===== config.mk =====
export PLATFORM = sky130hd
export DESIGN_NAME = mode_keyed_job_priority_queue
export DESIGN_NICKNAME = d
export VERILOG_FILES = /design/src/rtl/mkjpq_pkg.sv /design/src/rtl/mkjpq_cell.sv /design/src/rtl/mode_keyed_job_priority_queue.sv
export VERILOG_INCLUDE_DIRS = /design/src /design/src/rtl
export SDC_FILE = /design/constraint.sdc
export NUM_CORES = 2
export LEC_CHECK = 0
export BUFFER_PORTS_ARGS = -buffer_cell sky130_fd_sc_hd__buf_2
export CORE_AREA = 2 2 624 626
export DETAILED_ROUTE_END_ITERATION = 7
export DIE_AREA = 0 0 626 628
export HOLD_SLACK_MARGIN = 0.03
export PLACE_DENSITY_LB_ADDON = 0.1
export RECOVER_POWER = 25
export SLEW_MARGIN = 20
export SYNTH_ARGS = -nofsm -noshare
export SYNTH_HDL_FRONTEND = slang
export SYNTH_SLANG_ARGS = --single-unit

===== constraint.sdc =====
create_clock -name clk -period 8.3 [get_ports clk]
set_input_delay 1.245 -clock clk [delete_from_list [all_inputs] [get_ports clk]]
set_output_delay 1.245 -clock clk [all_outputs]
set_load 0.1 [all_outputs]

===== src/rtl/mode_keyed_job_priority_queue_defines.svh =====
// Assertion macros used by the queue top-level RTL.
`ifndef MODE_KEYED_JOB_PRIORITY_QUEUE_DEFINES_SVH
`define MODE_KEYED_JOB_PRIORITY_QUEUE_DEFINES_SVH

`ifndef SYNTHESIS
`define MKJPQ_ASSERT(lbl, prop, msg) \
  lbl: assert property (@(posedge clk) disable iff (rst) prop) else $error(msg);
`define MKJPQ_ASSERT_ALWAYS(lbl, prop, msg) \
  lbl: assert property (@(posedge clk) prop) else $error(msg);
`else
`define MKJPQ_ASSERT(lbl, prop, msg)
`define MKJPQ_ASSERT_ALWAYS(lbl, prop, msg)
`endif

`endif


===== src/rtl/mkjpq_pkg.sv =====
package mkjpq_pkg;

  localparam int DEFAULT_CAPACITY = 32;

  localparam int PID_W   = 10;
  localparam int PRIO_W  = 8;
  localparam int SIZE_W  = 16;
  localparam int KEY_HI_W = 16;
  localparam int KEY_W   = KEY_HI_W + PID_W;
  localparam int MODE_W  = 2;
  localparam int STAT_W  = 2;
  localparam int COUNT_W = 6;

  localparam logic [MODE_W-1:0] MODE_FIFO = 2'd0;
  localparam logic [MODE_W-1:0] MODE_PRIO = 2'd1;
  localparam logic [MODE_W-1:0] MODE_SIZE = 2'd2;

  localparam logic ACT_INSERT = 1'b0;
  localparam logic ACT_REMOVE = 1'b1;

  localparam logic [STAT_W-1:0] STAT_OK    = 2'd0;
  localparam logic [STAT_W-1:0] STAT_FULL  = 2'd1;
  localparam logic [STAT_W-1:0] STAT_EMPTY = 2'd2;

  // candidate passed down the cell chain during a head scan
  typedef struct packed {
    logic             found;
    logic             free_found;
    logic [KEY_W-1:0] key;
  } cand_t;

  // store command broadcast to all cells
  typedef struct packed {
    logic              ins;
    logic              del;
    logic [PID_W-1:0]  pid;
    logic [PRIO_W-1:0] prio;
    logic [SIZE_W-1:0] size;
  } cmd_t;

endpackage


===== src/rtl/mkjpq_cell.sv =====
module mkjpq_cell #(
  parameter int CAPACITY = 32,
  parameter int INDEX    = 0
) (
  input  logic                        clk,
  input  logic                        rst,
  input  logic [mkjpq_pkg::MODE_W-1:0] mode,
  input  mkjpq_pkg::cmd_t             cmd,
  input  logic [$clog2(CAPACITY)-1:0] cmd_slot,
  input  mkjpq_pkg::cand_t            cand_in,
  input  logic [$clog2(CAPACITY)-1:0] idx_in,
  input  logic [$clog2(CAPACITY)-1:0] free_in,
  output mkjpq_pkg::cand_t            cand_out,
  output logic [$clog2(CAPACITY)-1:0] idx_out,
  output logic [$clog2(CAPACITY)-1:0] free_out
);
  import mkjpq_pkg::*;

  localparam int IDX_W = $clog2(CAPACITY);
  localparam logic [IDX_W-1:0] MY_IDX = IDX_W'(INDEX);

  logic              valid;
  logic [PID_W-1:0]  pid;
  logic [PRIO_W-1:0] prio;
  logic [SIZE_W-1:0] size;

  logic [KEY_HI_W-1:0] key_hi;
  logic [KEY_W-1:0]    own_key;
  logic                take;
  logic                hit;

  assign hit = (cmd_slot == MY_IDX);

  always_ff @(posedge clk) begin
    if (rst) begin
      valid <= 1'b0;
    end else if (cmd.ins && hit) begin
      valid <= 1'b1;
    end else if (cmd.del && hit) begin
      valid <= 1'b0;
    end
  end

  always_ff @(posedge clk) begin
    if (cmd.ins && hit) begin
      pid  <= cmd.pid;
      prio <= cmd.prio;
      size <= cmd.size;
    end
  end

  always_comb begin
    case (mode)
      MODE_PRIO: key_hi = KEY_HI_W'(prio);
      MODE_SIZE: key_hi = size;
      default:   key_hi = '0;
    endcase
  end

  assign own_key = {key_hi, pid};
  // strict compare keeps the lower slot on equal keys
  assign take = valid && (!cand_in.found || (own_key < cand_in.key));

  always_ff @(posedge clk) begin
    cand_out.found      <= cand_in.found | valid;
    cand_out.key        <= take ? own_key : cand_in.key;
    idx_out             <= take ? MY_IDX : idx_in;
    cand_out.free_found <= cand_in.free_found | !valid;
    free_out            <= cand_in.free_found ? free_in : MY_IDX;
  end

endmodule


===== src/rtl/mode_keyed_job_priority_queue.sv =====
// Channel  Handshake          Payload
// in       in_valid/in_stall  action, process_id, priority_req, program_size
// out      out_valid/out_stall served_pid, served_valid, head_pid, head_valid,
//                             entry_count, status
// cfg      cfg_valid/cfg_ready cfg_data (sched_mode)
//
// An insert or remove that changes the store has its result after a head search:
// the search walks the cell chain one cell per cycle. A refused item skips the
// search and goes straight to the result state. The next item is taken once a
// result is issued, or after the search that follows a mode write, which gives
// no result. Reset (rst, synchronous) empties the queue and sets FIFO mode. A
// stalled result waits in the output register.
`include "mode_keyed_job_priority_queue_defines.svh"

module mode_keyed_job_priority_queue #(
  parameter int CAPACITY = mkjpq_pkg::DEFAULT_CAPACITY
) (
  input  logic                          clk,
  input  logic                          rst,
  input  logic                          in_valid,
  output logic                          in_stall,
  input  logic                          action,
  input  logic [mkjpq_pkg::PID_W-1:0]   process_id,
  input  logic [mkjpq_pkg::PRIO_W-1:0]  priority_req,
  input  logic [mkjpq_pkg::SIZE_W-1:0]  program_size,
  output logic                          out_valid,
  input  logic                          out_stall,
  output logic [mkjpq_pkg::PID_W-1:0]   served_pid,
  output logic                          served_valid,
  output logic [mkjpq_pkg::PID_W-1:0]   head_pid,
  output logic                          head_valid,
  output logic [mkjpq_pkg::COUNT_W-1:0] entry_count,
  output logic [mkjpq_pkg::STAT_W-1:0]  status,
  input  logic                          cfg_valid,
  output logic                          cfg_ready,
  input  logic [mkjpq_pkg::MODE_W-1:0]  cfg_data
);
  import mkjpq_pkg::*;

  localparam int IDX_W = $clog2(CAPACITY);
  localparam int CNT_W = $clog2(CAPACITY + 1);
  localparam logic [CNT_W-1:0] CAP_CNT = CNT_W'(CAPACITY);

  localparam logic [1:0] ST_IDLE = 2'd0;
  localparam logic [1:0] ST_SCAN = 2'd1;
  localparam logic [1:0] ST_EMIT = 2'd2;

  logic [1:0]        state;
  logic [MODE_W-1:0] mode;
  logic [CNT_W-1:0]  count;
  logic [CNT_W-1:0]  scan_cnt;
  logic              want_out;
  logic              head_ok;
  logic [IDX_W-1:0]  head_slot;
  logic [PID_W-1:0]  head_id;
  logic [IDX_W-1:0]  free_slot;

  logic [PID_W-1:0]  res_pid;
  logic              res_served;
  logic [STAT_W-1:0] res_status;

  cand_t            cand [CAPACITY+1];
  logic [IDX_W-1:0] idx_c [CAPACITY+1];
  logic [IDX_W-1:0] free_c [CAPACITY+1];

  cmd_t             cmd;
  logic [IDX_W-1:0] cmd_slot;
  logic             in_xfer;
  logic             cfg_xfer;
  logic             ins_ok;
  logic             del_ok;
  logic             scan_done;
  logic             out_free;

  assign in_stall  = (state != ST_IDLE) || cfg_valid;
  assign cfg_ready = (state == ST_IDLE);
  assign in_xfer   = in_valid && !in_stall;
  assign cfg_xfer  = cfg_valid && cfg_ready;

  assign ins_ok = (action == ACT_INSERT) && (count != CAP_CNT);
  assign del_ok = (action == ACT_REMOVE) && head_ok;

  assign cmd.ins  = in_xfer && ins_ok;
  assign cmd.del  = in_xfer && del_ok;
  assign cmd.pid  = process_id;
  assign cmd.prio = priority_req;
  assign cmd.size = program_size;
  assign cmd_slot = (action == ACT_INSERT) ? free_slot : head_slot;

  assign cand[0]   = '0;
  assign idx_c[0]  = '0;
  assign free_c[0] = '0;

  for (genvar i = 0; i < CAPACITY; i++) begin : g_cell
    mkjpq_cell #(
      .CAPACITY(CAPACITY),
      .INDEX   (i)
    ) u_cell (
      .clk     (clk),
      .rst     (rst),
      .mode    (mode),
      .cmd     (cmd),
      .cmd_slot(cmd_slot),
      .cand_in (cand[i]),
      .idx_in  (idx_c[i]),
      .free_in (free_c[i]),
      .cand_out(cand[i+1]),
      .idx_out (idx_c[i+1]),
      .free_out(free_c[i+1])
    );
  end

  assign scan_done = (state == ST_SCAN) && (scan_cnt == CAP_CNT);
  assign out_free  = !out_valid || !out_stall;

  always_ff @(posedge clk) begin
    if (rst) begin
      state     <= ST_IDLE;
      mode      <= MODE_FIFO;
      count     <= '0;
      scan_cnt  <= '0;
      want_out  <= 1'b0;
      head_ok   <= 1'b0;
      free_slot <= '0;
      out_valid <= 1'b0;
    end else begin
      if (out_valid && !out_stall && (state != ST_EMIT)) begin
        out_valid <= 1'b0;
      end
      unique case (state)
        ST_IDLE: begin
          scan_cnt <= '0;
          if (cfg_xfer) begin
            mode     <= cfg_data;
            want_out <= 1'b0;
            state    <= ST_SCAN;
          end else if (in_xfer) begin
            want_out <= 1'b1;
            if (ins_ok) begin
              count <= count + 1'b1;
              state <= ST_SCAN;
            end else if (del_ok) begin
              count <= count - 1'b1;
              state <= ST_SCAN;
            end else begin
              state <= ST_EMIT;
            end
          end
        end
        ST_SCAN: begin
          scan_cnt <= scan_cnt + 1'b1;
          if (scan_done) begin
            head_ok   <= cand[CAPACITY].found;
            free_slot <= free_c[CAPACITY];
            state     <= want_out ? ST_EMIT : ST_IDLE;
          end
        end
        ST_EMIT: begin
          if (out_free) begin
            out_valid <= 1'b1;
            state     <= ST_IDLE;
          end
        end
        default: state <= ST_IDLE;
      endcase
    end
  end

  always_ff @(posedge clk) begin
    if (in_xfer) begin
      res_served <= del_ok;
      res_pid    <= del_ok ? head_id : '0;
      if (action == ACT_INSERT) begin
        res_status <= ins_ok ? STAT_OK : STAT_FULL;
      end else begin
        res_status <= del_ok ? STAT_OK : STAT_EMPTY;
      end
    end
    if (scan_done) begin
      head_slot <= idx_c[CAPACITY];
      head_id   <= cand[CAPACITY].key[PID_W-1:0];
    end
    if (state == ST_EMIT && out_free) begin
      served_pid   <= res_pid;
      served_valid <= res_served;
      head_pid     <= head_ok ? head_id : '0;
      head_valid   <= head_ok;
      entry_count  <= COUNT_W'(count);
      status       <= res_status;
    end
  end

  `MKJPQ_ASSERT(a_count_bound, count <= CAP_CNT, "entry count above capacity")
  `MKJPQ_ASSERT(a_accept_leaves_idle, in_xfer |=> (state != ST_IDLE), "item taken but idle")
  `MKJPQ_ASSERT(a_full_only_at_cap,
                (state == ST_EMIT && res_status == STAT_FULL) |-> (count == CAP_CNT),
                "full status below capacity")
  `MKJPQ_ASSERT(a_scan_matches_count,
                scan_done |-> (cand[CAPACITY].found == (count != '0)),
                "head search disagrees with count")

endmodule


==> qor.log <==
qor: synth.synth_top_flop_cell dfxtp_1
qor: clock_network.clock-root-buffer clkbuf_16
qor: synth.netlist.top_cell.by_area edfxtp_1
qor: clock_network.ctsResizeCount 0
qor: global_routing.gr-total-overflow 0
qor: finish.post-route-cell-area 0.113 sq mm
qor: sta.tightestPinTransition 4.29 ns
qor: clock_network.clock_tree_from_tritoncts yes
qor: synth.postSynthCellCount 7579
qor: sta.finalHoldViolCount 0
qor: synth.synth.cell_area 0.0962 sq mm
qor: global_routing.antenna_found_initial 53
qor: power.worst_case_vdd_ir_drop 0.000144 V
qor: die.die-width 626 um
qor: global_routing.via_count_of_the_first_global_routing_pass 58900
qor: synth.synth_nets 8404
qor: global_routing.grt_total_usage 0.147
qor: die.design.die.area 0.393 sq mm
qor: critical_path.cp_data_required_time 9.07 ns
qor: power.pwr_density_cell 233 mW/mm^2
qor: die.coreArea 0.387 sq mm
qor: placed_design.dpl-instance-area 0.104 sq mm
qor: critical_path.cp_data_arrival_time 5.74 ns
qor: clock_network.clock_path_buffers 4
qor: drt.postRouteWirelength 293000 um
qor: sta.hold-worst-slack 0.384 ns
qor: drt.drt-pass1-iter-count 5
qor: critical_path.critical_path.endpoint g_cell[27].u_cell.cand_out[23]$_DFF_P_
qor: synth.synth_largest_type_area_fraction 0.358
qor: die.floorplan.die.height 628 um
qor: power.p_leak 42.2 nW
qor: drt.route.vias.total 56700
qor: placed_design.final_weighted_congestion_of_routability_driven_global_placement 0.779
qor: placed_design.hpwl_dp 196000 um
qor: placed_design.placement.io_buffers 74
qor: synth.syn-mean-instance-area 12.7 sq um
qor: synth.synth.yosys.warnings 0
qor: critical_path.reg2reg_slack 3.32 ns
qor: clock_network.cts_made_buffers 290
qor: sta.finalSetupViolCount 0
qor: die.num_io_pins 75
qor: sta.layout_min_cycle_time 4.98 ns
qor: clock_network.clk_pin_slew 0.06 ns
qor: critical_path.worst_setup_path_startpoint mode[0]$_SDFFE_PP0P_
qor: sta.fin_setup_tns 0 ns
qor: clock_network.cts_setup_buffers 0
qor: status.outcome finished, violations left
qor: drt.drc_violations_left 0
qor: global_routing.grt_first_pass_wirelength 421000 um
qor: drt.route.detailed.wl_per_inst 22.0 um
qor: critical_path.ff2ff_path_depth 14
qor: critical_path.timing_worst_setup_path_type register to register
qor: clock_network.cts.hold.buffers_added 0
qor: placed_design.detailedPlace.worstSlack 3.21 ns
qor: critical_path.reg2reg_to g_cell[27].u_cell.cand_out[23]$_DFF_P_
qor: sta.rsz0062_at_grt false
qor: drt.viasPerCell 4.26
qor: sta.timing.clock.skew 0.0538 ns
qor: sta.max_clock_freq 201 MHz
qor: synth.synth_sequential_area_ratio 0.606
qor: critical_path.timing.critical_path.to_type register
qor: finish.drive_gt1_frac 0.190
qor: synth.number_of_enable_flip_flop_cells_after_synthesis 1146
qor: hold_path.min_from g_cell[0].u_cell.cand_out[26]$_DFF_P_
qor: finish.area_growth_syn_to_layout 17.8%
qor: hold_path.timing.hold.worst.class register to register
qor: sta.postLayoutSetupSlackWorst 3.32 ns
qor: synth.ys_seq_elements 2339
qor: sta.slew-limit-headroom -1.86
qor: synth.post_synth_main_area_contributors edfxtp_1 36%, dfxtp_1 25%, ha_1 10%, mux2_2 9.1%, inv_1 3.4%
qor: global_routing.grt_start_max_net_pins 139
qor: die.fp-row-count 229
qor: clock_network.cts_num_sinks 2339
qor: clock_network.clk-insertion-delay-late 0.90 ns
qor: drt.ant_nets 0
qor: synth.synthArstFlopShare 0
qor: critical_path.worst_setup_path_start_kind register
qor: finish.postLayoutCoreUtil 0.293
qor: sta.min_period_over_period 0.599
qor: status.failed_checks max-capacitance violations, max-slew violations
qor: critical_path.worstPathMaxFanout 138
qor: run.drv_cap 30
qor: finish.fin_nets 8672
qor: drt.drt_iter0_drc 3422
qor: die.start_util 0.249
qor: critical_path.crit-reg2reg-launch mode[0]$_SDFFE_PP0P_
qor: sta.maxSlewViolCount 811
qor: clock_network.ctsHtreeMaxLevel 5
qor: synth.synth_cell_types 62
## synth_stat cells, drive strengths merged, types with 19 or more instances
cell	instances
nand4	122
a22oi	258
nor4	22
nor2	417
buf	99
nand4b	23
edfxtp	1146
nand3	87
nand2	257
and2	329
nand2b	147
or2	105
dfxtp	1193
inv	880
and4	20
a31oi	26
a211oi	43
mux2	790
o32ai	21
clkbuf	125
a21oi	280
ha	782
o21ai	110
and3	26
a21o	63
a221o	19
## cells by family (layout without fill, tap and decap cells)
group,count (synthesis),in the layout,synth area share
compound gates,950,950,0.0669
xor+xnor,10,10,0.000910
fa+ha+maj,783,783,0.102
buf+inv,1104,1612,0.0450
flops,2339,2339,0.606
mux,792,792,0.0927
other cells,0,21,0
simple gates,1601,1601,0.0866
## layout by cell type (no fill, tap or decap), drive strengths merged, types with 15 or more instances in the layout
master / n
nand2b: 147
o21ai: 110
ha: 782
clkbuf: 467
or2: 105
and2: 329
nand4: 122
edfxtp: 1146
a221o: 19
diode: 21
inv: 888
a2111oi: 15
dfxtp: 1193
nand2: 257
nor2b: 16
clkinv: 74
a41oi: 17
a22oi: 258
a211oi: 43
a21o: 63
buf: 159
o21a: 17
nor4: 22
bufinv: 18
a31oi: 26
and3: 26
a41o: 15
nand3: 87
a211o: 16
o32ai: 21
nand4b: 23
mux2: 790
nor2: 417
and4: 20
a21oi: 280
## sequential cells by signal, indices dropped and copies added, names as in the netlist, 2 cells and up
signal                  cells
g_cell.u_cell.cand_out    879
g_cell.u_cell.size        512
g_cell.u_cell.pid         320
g_cell.u_cell.prio        256
g_cell.u_cell.free_out    129
g_cell.u_cell.idx_out     129
g_cell.u_cell.valid        32
head_id                    10
head_pid                   10
res_pid                    10
served_pid                 10
count                       6
entry_count                 6
scan_cnt                    6
free_slot                   5
head_slot                   5
mode                        2
res_status                  2
state                       2
status                      2
## layer usage
metal | share of wire | vias to the layer above | track usage
met3 | 0.046 | 392 | 0.0221
li1 | - | 27500 | -
met4 | 0.027 | 4 | 0.0410
met5 | 0.000092 | - | 0
met1 | 0.47 | 27700 | 0.202
met2 | 0.46 | 1115 | 0.238
## worst max-delay path: stages, from the launching register on
cell and delay [ns]:
dfxtp_1 0.34, inv_1 0.11, ha_4 0.54, buf_12 0.54, buf_12 0.33, a22oi_1 0.13, nor2_1 0.20, ha_1 0.28
a21oi_1 0.14, o21ai_0 0.10, a221oi_1 0.27, o211ai_1 0.15, a2bb2oi_2 0.76, buf_4 0.40, mux2_2 0.38
## where the power goes
group	internal [mW]	leakage [nW]	switching (mW)
Combinational	0.416	17.5	0.957
Clock	7.72	4.73	5.02
Sequential	12.2	20.0	0.0918
Total	20.4	42.2	6.07
## through the flow
step,total power [mW],cells
finish,26.4,13300
global route,27.5,13300
CTS,27.0,13300
detailed placement,14.0,12700
global placement,14.0,12700
floorplan,13.3,7579
## final cells by class
cell class                      count  area, sq um
Multi-Input combinational cell   4136        34100
Antenna cell                       21         52.6
Clock buffer                      426         8570
Sequential cell                  2339        58300
Clock inverter                    106         1040
Fill cell                       39200       274000
Inverter                          880         3300
Tap cell                         5197         6500
Timing Repair Buffer              200         1410
## how the worst min path moves through the flow
stage               slack (ns)                                      end  cells past startpoint
floorplan                 0.36     g_cell[1].u_cell.free_out[0]$_DFF_P_                      1
global placement          0.38     g_cell[1].u_cell.free_out[0]$_DFF_P_                      1
detailed placement        0.37  g_cell[2].u_cell.free_out[1]$_SDFF_PN1_                      1
CTS                       0.39  g_cell[2].u_cell.free_out[1]$_SDFF_PN1_                      1
global route              0.40  g_cell[2].u_cell.free_out[1]$_SDFF_PN1_                      1
finish                    0.38     g_cell[1].u_cell.free_out[0]$_DFF_P_                      1
Note: power is estimated with default switching activity, not from simulation.
